<file path="src/hdl/fba_pkg.sv">
// shared types and constants for the fixed block allocator
package fba_pkg;

    localparam int MAX_BLOCKS = 256;
    localparam int IDX_W      = $clog2(MAX_BLOCKS);
    localparam int LINK_W     = IDX_W + 1;

    localparam int BSIZE_W    = 13;
    localparam int POOL_W     = 9;
    localparam int CFG_IDX_W  = 1;
    localparam int CFG_W      = 13;
    localparam int USE_W      = 9;
    localparam int TOTAL_W    = 32;
    localparam int OFFSET_W   = 20;

    localparam logic [LINK_W-1:0] NO_BLOCK = LINK_W'(MAX_BLOCKS);
    localparam logic [USE_W-1:0]  USE_MAX  = '1;

    localparam logic [CFG_IDX_W-1:0] REG_BLOCK_SIZE  = 1'd0;
    localparam logic [CFG_IDX_W-1:0] REG_POOL_BLOCKS = 1'd1;

    localparam logic OP_ALLOC = 1'b0;
    localparam logic OP_FREE  = 1'b1;

    localparam logic [1:0] ST_DONE      = 2'd0;
    localparam logic [1:0] ST_TOO_LARGE = 2'd1;
    localparam logic [1:0] ST_EXHAUSTED = 2'd2;
    localparam logic [1:0] ST_BAD_FREE  = 2'd3;

    typedef struct packed {
        logic              op;
        logic [12:0]       request_size;
        logic [7:0]        block_index;
    } t_req;

    typedef struct packed {
        logic [1:0]        status;
        logic [7:0]        granted_index;
        logic [19:0]       byte_offset;
        logic [8:0]        in_use;
        logic [8:0]        peak_in_use;
        logic [31:0]       alloc_total;
        logic [31:0]       free_total;
    } t_rsp;

    // link store access, one write or one read per cycle
    typedef struct packed {
        logic              we;
        logic              re;
        logic [IDX_W-1:0]  addr;
        logic [LINK_W-1:0] wdata;
    } t_link_req;

endpackage

</file>
<file path="src/hdl/fba_link_ram.sv">
// link store of the free list, single port with registered read data
module fba_link_ram
    import fba_pkg::*;
(
    input  logic              i_clk,
    input  t_link_req         i_req,
    output logic [LINK_W-1:0] o_rdata
);

    logic [LINK_W-1:0] r_mem [MAX_BLOCKS];
    logic [LINK_W-1:0] r_rdata;

    always_ff @(posedge i_clk) begin
        if (i_req.we) begin
            r_mem[i_req.addr] <= i_req.wdata;
        end
        if (i_req.re) begin
            r_rdata <= r_mem[i_req.addr];
        end
    end

    assign o_rdata = r_rdata;

endmodule

</file>
<file path="src/hdl/fixed_block_allocator.sv">
// fixed block allocator: an allocate that pops the free list adds the S_POP state, other requests stay in S_IDLE
// a result is registered at the edge that accepts the request and shows the cycle after
// a pop holds off the next request for the S_POP state while the new head is read from the link ram
// a free writes its link in the accept cycle; the link ram has no clearing pass
// synchronous active-low reset clears counters, list head and config to defaults
module fixed_block_allocator
    import fba_pkg::*;
(
    input  logic                 i_clk,
    input  logic                 i_rst_n,
    input  logic                 i_valid,
    output logic                 o_stall,
    input  t_req                 i_req,
    output logic                 o_valid,
    input  logic                 i_stall,
    output t_rsp                 o_rsp,
    input  logic                 i_cfg_we,
    input  logic [CFG_IDX_W-1:0] i_cfg_index,
    input  logic [CFG_W-1:0]     i_cfg_data
);

    typedef enum logic {
        S_IDLE,
        S_POP
    } t_state;

    t_state              r_state;
    logic [BSIZE_W-1:0]  r_block_size;
    logic [POOL_W-1:0]   r_pool_blocks;
    logic [LINK_W-1:0]   r_fresh, n_fresh;
    logic [LINK_W-1:0]   r_head;
    logic [USE_W-1:0]    r_in_use, n_in_use;
    logic [USE_W-1:0]    r_peak, n_peak;
    logic [TOTAL_W-1:0]  r_alloc_cnt, n_alloc_cnt;
    logic [TOTAL_W-1:0]  r_free_cnt, n_free_cnt;
    logic                r_out_valid;
    t_rsp                r_rsp, n_rsp;

    t_link_req           link_req;
    logic [LINK_W-1:0]   link_rdata;

    logic                accept;
    logic                is_alloc;
    logic                too_big;
    logic                head_valid;
    logic [LINK_W-1:0]   pool_limit;
    logic                can_carve;
    logic                do_pop;
    logic                do_carve;
    logic                got;
    logic                bad_free;
    logic                do_free;
    logic [IDX_W-1:0]    grant_blk;
    logic [IDX_W+BSIZE_W-1:0] product;

    assign o_stall = (r_state != S_IDLE) || (r_out_valid && i_stall);
    assign accept  = i_valid && !o_stall;

    assign is_alloc   = (i_req.op == OP_ALLOC);
    assign too_big    = i_req.request_size > r_block_size;
    assign head_valid = r_head < NO_BLOCK;
    assign pool_limit = (int'(r_pool_blocks) > MAX_BLOCKS) ? NO_BLOCK
                                                            : LINK_W'(r_pool_blocks);
    assign can_carve  = r_fresh < pool_limit;
    assign do_pop     = is_alloc && !too_big && head_valid;
    assign do_carve   = is_alloc && !too_big && !head_valid && can_carve;
    assign got        = do_pop || do_carve;
    assign bad_free   = LINK_W'(i_req.block_index) >= r_fresh;
    assign do_free    = !is_alloc && !bad_free;
    assign grant_blk  = head_valid ? r_head[IDX_W-1:0] : r_fresh[IDX_W-1:0];
    assign product    = grant_blk * r_block_size;

    always_comb begin
        n_fresh     = r_fresh;
        n_in_use    = r_in_use;
        n_alloc_cnt = r_alloc_cnt;
        n_free_cnt  = r_free_cnt;
        if (got) begin
            n_alloc_cnt = r_alloc_cnt + 1'b1;
            if (r_in_use < USE_MAX) begin
                n_in_use = r_in_use + 1'b1;
            end
        end
        if (do_carve) begin
            n_fresh = r_fresh + 1'b1;
        end
        if (do_free) begin
            n_free_cnt = r_free_cnt + 1'b1;
            if (r_in_use != '0) begin
                n_in_use = r_in_use - 1'b1;
            end
        end
        n_peak = (n_in_use > r_peak) ? n_in_use : r_peak;

        n_rsp               = '0;
        n_rsp.in_use        = n_in_use;
        n_rsp.peak_in_use   = n_peak;
        n_rsp.alloc_total   = n_alloc_cnt;
        n_rsp.free_total    = n_free_cnt;
        if (is_alloc) begin
            if (too_big) begin
                n_rsp.status = ST_TOO_LARGE;
            end else if (!got) begin
                n_rsp.status = ST_EXHAUSTED;
            end else begin
                n_rsp.status        = ST_DONE;
                n_rsp.granted_index = 8'(grant_blk);
                n_rsp.byte_offset   = product[OFFSET_W-1:0];
            end
        end else begin
            n_rsp.status = bad_free ? ST_BAD_FREE : ST_DONE;
        end
    end

    // free writes the old head as its link, pop reads the head's link
    always_comb begin
        link_req       = '0;
        link_req.we    = accept && do_free;
        link_req.re    = accept && do_pop;
        link_req.addr  = do_free ? i_req.block_index[IDX_W-1:0] : r_head[IDX_W-1:0];
        link_req.wdata = r_head;
    end

    fba_link_ram u_link_ram (
        .i_clk   (i_clk),
        .i_req   (link_req),
        .o_rdata (link_rdata)
    );

    always_ff @(posedge i_clk) begin
        if (!i_rst_n) begin
            r_state       <= S_IDLE;
            r_block_size  <= BSIZE_W'(64);
            r_pool_blocks <= POOL_W'(MAX_BLOCKS);
            r_fresh       <= '0;
            r_head        <= NO_BLOCK;
            r_in_use      <= '0;
            r_peak        <= '0;
            r_alloc_cnt   <= '0;
            r_free_cnt    <= '0;
            r_out_valid   <= 1'b0;
        end else begin
            if (i_cfg_we) begin
                unique case (i_cfg_index)
                    REG_BLOCK_SIZE:  r_block_size  <= i_cfg_data[BSIZE_W-1:0];
                    REG_POOL_BLOCKS: r_pool_blocks <= i_cfg_data[POOL_W-1:0];
                    default: ;
                endcase
            end

            // a new transfer refills the slot, otherwise it holds while stalled
            r_out_valid <= accept || (r_out_valid && i_stall);

            unique case (r_state)
                S_IDLE: begin
                    if (accept) begin
                        r_fresh     <= n_fresh;
                        r_in_use    <= n_in_use;
                        r_peak      <= n_peak;
                        r_alloc_cnt <= n_alloc_cnt;
                        r_free_cnt  <= n_free_cnt;
                        if (do_free) begin
                            r_head <= LINK_W'(i_req.block_index);
                        end
                        if (do_pop) begin
                            r_state <= S_POP;
                        end
                    end
                end
                S_POP: begin
                    r_head  <= (link_rdata > NO_BLOCK) ? NO_BLOCK : link_rdata;
                    r_state <= S_IDLE;
                end
                default: r_state <= S_IDLE;
            endcase
        end
    end

    always_ff @(posedge i_clk) begin
        if (accept) begin
            r_rsp <= n_rsp;
        end
    end

    assign o_valid = r_out_valid;
    assign o_rsp   = r_rsp;

endmodule

</file>
<file path="config.mk">
export PLATFORM = sky130hd
export DESIGN_NAME = fixed_block_allocator
export DESIGN_NICKNAME = d
export VERILOG_FILES = /design/src/hdl/fba_pkg.sv /design/src/hdl/fba_link_ram.sv /design/src/hdl/fixed_block_allocator.sv
export SDC_FILE = /design/constraint.sdc
export NUM_CORES = 2
export LEC_CHECK = 0
export BUFFER_PORTS_ARGS = -buffer_cell sky130_fd_sc_hd__buf_4
export CAP_MARGIN = 20
export CORE_MARGIN = 5
export CORE_UTILIZATION = 48
export DETAILED_ROUTE_END_ITERATION = 7
export GPL_TIMING_DRIVEN = 0
export PLACE_DENSITY_LB_ADDON = 0.1
export SYNTH_ARGS = -nofsm -noshare
export SYNTH_HDL_FRONTEND = slang
export SYNTH_SLANG_ARGS = --single-unit
export TNS_END_PERCENT = 100
</file>
<file path="constraint.sdc">
create_clock -name i_clk -period 8.85 [get_ports i_clk]
set_clock_uncertainty 0.15 [all_clocks]
set_input_delay 1.77 -clock i_clk [delete_from_list [all_inputs] [get_ports i_clk]]
set_output_delay 1.77 -clock i_clk [all_outputs]
set_load 0.02 [all_outputs]
</file>
==> results.md <==
- Using the TritonRoute via totals, the vias-per-cell ratio works out to 6.37.
- The total CTS buffers is 284.
- Of all cell types, the one taking the most synthesized area is edfxtp_1.
- The number of gates resized after CTS was 0.
- The worst setup path is launched from a flop.
- The sequential fraction of design power is 0.505.
- The cell total after placement is 10,200.
- Across the run, the number of max-cap violations was 0.
- The die area is 223,000 sq um.
- For this configuration, the core starts out at a cell density of 0.483.
- Of the available clock period, the critical path in the final layout requires 0.883.
- The final core utilization is 0.553.
- Clock tree synthesis selected as its root buffer the cell clkbuf_16.
- For this run, the number of Yosys warnings is 0.
- The top flip-flop cell by instance count after synthesis is edfxtp_1.
- The maximum number of pins on one net before global-route repair is 85.
- The count of pins over their slew limit is 0.
- The net count of the mapped netlist is 7,348.
- The net switching share of the total power is 0.225.
- The portion of total power attributed to the clock network is 0.430.
- In this run the power density over the cells is 223 nW/um^2.
- Hold timing on the final database bottoms out at a slack of 0.310 ns.
- The average instance in the mapped netlist occupies 14.3 sq um.
- The internal power of the cells is 20.3 mW.
- Compared with the post-synthesis result, the final layout area differs by 14.7%.
- The number of rows created at floorplan is 169.
- The run finished, with violations left.
- The number of buffers inserted by post-CTS setup repair is 0.
- The max-slew headroom at the worst pin is 0.149.
- Across all register-to-register paths, the minimum setup slack is 1.04 ns.
- In the synthesized netlist the async set-or-reset flop fraction comes to 0.
- The number of cells on the worst reg-to-reg path is 21.
- Measured along the x axis, the die boundary spans 472 microns.
- The initial antenna violation count is 16.
- The via count of the first global-routing pass is 64,300.
- The core region is 212,000 sq um.
- The smallest clock period supported by the final layout is computed as 7.81 ns.
- The startpoint of the lowest-slack register-to-register path is r_head[8]$_SDFFE_PN1P_.
- The total congestion overflow is 0.
- The final antenna-violating net count is 0.
- The netlist area before placement is 102,000 sq um.
- Yosys attributes the largest share of cell area to edfxtp_1 (71%), a222oi_1 (4.2%), nand2_1 (3.2%).
- The final reports fail on design-rule violations.
- The total of hold buffers inserted after clock tree synthesis is 0.
- The type of the setup path with the least slack is reg -> reg.
- The count of clock tree sinks is 2,549.
- Of the total power, combinational logic draws 0.065.
- The endpoint of the most critical register-to-register path is o_rsp[100]$_SDFFCE_PP0P_.
- The final worst-path setup slack is 1.04 ns.
- The netlist uses 76 different library cells.
- After clock tree synthesis, the clock-pin slew on the worst setup and hold paths is 0.06 ns.
- For this run, the register share of the synthesized area comes to 0.736.
- The routed design has 326,000 microns of wire.
- For this run, the post-layout net count is 7,868.
- The net switching power figure is 5.89 mW.
- The final routed wire length divided by cell count is 30.5 microns.
- The pre-antenna-repair detailed-routing pass consisted of 8 iterations.
- The all-layer global routing usage is 0.286.
- From bottom edge to top edge, the die measures 472 microns.
- The leakage power is 37.0 nW.
- For hold timing, the worst endpoint is r_pool_blocks[3]$_SDFFE_PN0P_.
- The data arrival time of the critical path is 8.32 ns.
- Before CTS, the worst setup slack after placement is 0.509 ns.
- The number of cells traversed by the worst hold path is 2.
- The worst ir drop on vdd is 0.228 mV.
- Once detailed placement completed, the half-perimeter wirelength came to 223,000 microns.
- The highest net fanout along the worst path is 61.
- Input and output buffers added on the ports amount to 154.
- At the end of routability-driven placement, the weighted congestion stood at 0.953.
- The data required time of the critical path is 9.36 ns.
- The final standard cell area without fillers is 117,000 sq um.
- The cell count after synthesis came out at 7,160.
- The H-tree generated during clock tree synthesis spans 5 levels.
- The buffer levels on the longest clock path is 4.
- The hold path startpoint is r_pool_blocks[3]$_SDFFE_PN0P_.
- The total power is 26.2 mW.
- The first-iteration detailed-routing DRC count is 11,100.
- TritonCTS built the clock tree.
- After routing, the total negative slack on setup checks comes to 0 ns.
- After synthesis the netlist holds a flip-flop and latch count of 2,549.
- After detailed placement, the total cell area comes to 109,000 sq um.
- The class of the tightest hold or removal check is reg -> reg.
- The final count of hold timing violations was 0.
- The global-route wire length before repair is 464,000 microns.
- Detailed routing inserted a total of 68,100 vias.
- The number of enable-type register cells in the synthesized netlist is 2,425.
- For the worst-skew pair, the clock arrives at the later sink with an insertion delay of 0.93 ns.
- The layout cell share with drive strength beyond 1 is 0.0955.
- For this run, design rule violations remaining after detail routing come to 18.
- The critical path capture point type is a flop.
- The top-level port count is 155.
- The total setup violations reported at the end of the flow is 0.
- The final standard cell count with taps included and fillers excluded is 10,700.
- The maximum operating frequency is 128 MHz.
- The measured slew at the worst slew-check pin is 1.27 ns.
- The top-area cell type share of the netlist area is 0.712.
- Setup repair after global routing left no endpoint under its margin.
==> area by class of cell <==
| class | count | area [sq um] |
|---|---|---|
| Timing Repair Buffer | 234 | 2700 |
| Fill cell | 17100 | 94700 |
| Clock buffer | 350 | 7520 |
| Inverter | 119 | 447 |
| Sequential cell | 2549 | 75300 |
| Tap cell | 2821 | 3530 |
| Clock inverter | 122 | 1120 |
| Multi-Input combinational cell | 3987 | 24600 |
| Antenna cell | 11 | 27.5 |
| Buffer | 505 | 2100 |
==> cells in the mapped netlist, types with 19 or more instances <==
| cell | instances |
|---|---|
| edfxtp_1 | 2425 |
| nand2_1 | 875 |
| o21ai_0 | 589 |
| nor2_1 | 450 |
| a222oi_1 | 432 |
| clkbuf_1 | 401 |
| a21oi_1 | 363 |
| nand4_1 | 303 |
| dfxtp_1 | 124 |
| inv_1 | 115 |
| a22oi_1 | 99 |
| ha_1 | 82 |
| xnor2_1 | 81 |
| fa_1 | 65 |
| xor2_1 | 53 |
| buf_2 | 50 |
| a21boi_0 | 46 |
| nand3_1 | 45 |
| a21o_1 | 44 |
| nor4_1 | 44 |
| a41oi_1 | 38 |
| buf_1 | 37 |
| o41ai_1 | 37 |
| and2_1 | 32 |
| nor3_1 | 31 |
| nand2b_1 | 25 |
| or3_1 | 24 |
| mux2i_1 | 22 |
| o22ai_1 | 22 |
| or2_2 | 22 |
| or4_1 | 22 |
| and3_1 | 19 |
| nor2b_1 | 19 |
==> state kept, by name, indices dropped and copies added, names as in the netlist, 13 cells and up <==
signal	count
r_block_size	13
r_alloc_cnt	32
o_rsp	112
r_free_cnt	32
u_link_ram.r_mem	2304
==> how the worst max path moves through the flow <==
stage	slack, ns	start	cells past startpoint	end
detailed placement	0.51	i_req[7]	19	u_link_ram.o_rdata[3]$_DFFE_PP_
global route	0.48	r_head[8]$_SDFFE_PN1P_	21	o_rsp[98]$_SDFFCE_PP0P_
global placement	-7.40	r_head[4]$_SDFFE_PN0P_	7	u_link_ram.o_rdata[7]$_DFFE_PP_
CTS	1.05	r_head[8]$_SDFFE_PN1P_	21	o_rsp[100]$_SDFFCE_PP0P_
finish	1.04	r_head[8]$_SDFFE_PN1P_	21	o_rsp[100]$_SDFFCE_PP0P_
floorplan	0.11	r_head[7]$_SDFFE_PN0P_	19	o_rsp[100]$_SDFFCE_PP0P_
==> routing by layer <==
| metal | up-vias | wire [microns] | track usage |
|---|---|---|---|
| met3 | 564 | 36500 | 0.0668 |
| li1 | 29200 | - | - |
| met4 | 2 | 11700 | 0.0976 |
| met2 | 4091 | 143000 | 0.422 |
| met5 | - | 13 | 0 |
| met1 | 34300 | 135000 | 0.421 |
==> layout by cell type, fill, tap and decap left out, drive strengths merged, types with 53 or more instances in the layout <==
master / synthesis / layout
a22oi: 99 / 99
fa: 65 / 65
a21oi: 363 / 363
inv: 117 / 121
buf: 104 / 337
dfxtp: 124 / 124
ha: 82 / 82
xor2: 53 / 53
edfxtp: 2425 / 2425
clkbuf: 401 / 752
clkinv: 2 / 94
xnor2: 81 / 81
o21ai: 592 / 592
a222oi: 432 / 432
nand2: 875 / 875
nor2: 452 / 452
nand4: 303 / 303
==> power groups by stage <==
stage               combinational, mW  sequential, mW  clock [mW]
global route                     1.77            13.2        11.9
detailed placement               1.65            13.5           0
floorplan                       0.810            13.6           0
CTS                              1.66            13.2        11.4
finish                           1.69            13.2        11.2
global placement                 1.50            13.6           0
==> cells by family (layout without fill, tap and decap cells) <==
group	Yosys count	count (layout)	synth area share
AO/OA/AOI/OAI	1746	1746	0.117
XOR/XNOR	134	134	0.0115
adder cells (fa/ha/maj)	147	147	0.0227
buffers and inverters	624	1330	0.0247
flip-flops	2549	2549	0.736
multiplexers	33	33	0.00341
other	0	11	0
AND/OR/NAND/NOR	1927	1927	0.0850
==> critical path, stage by stage (launching register included) <==
cell	delay [ns]
dfxtp_4	0.93
clkbuf_1	0.49
clkbuf_1	0.48
mux2i_1	0.69
clkbuf_1	0.51
nor2_1	0.13
fa_1	0.45
fa_1	0.49
inv_1	0.05
fa_1	0.55
inv_1	0.06
fa_1	0.43
ha_1	0.30
inv_1	0.08
o21ai_0	0.10
a21o_1	0.22
a21oi_1	0.31
o21ai_0	0.19
o41ai_1	0.48
o21ai_0	0.22
xnor2_1	0.17
nor2_1	0.06
No activity file was read; power rests on OpenSTA's default activity.
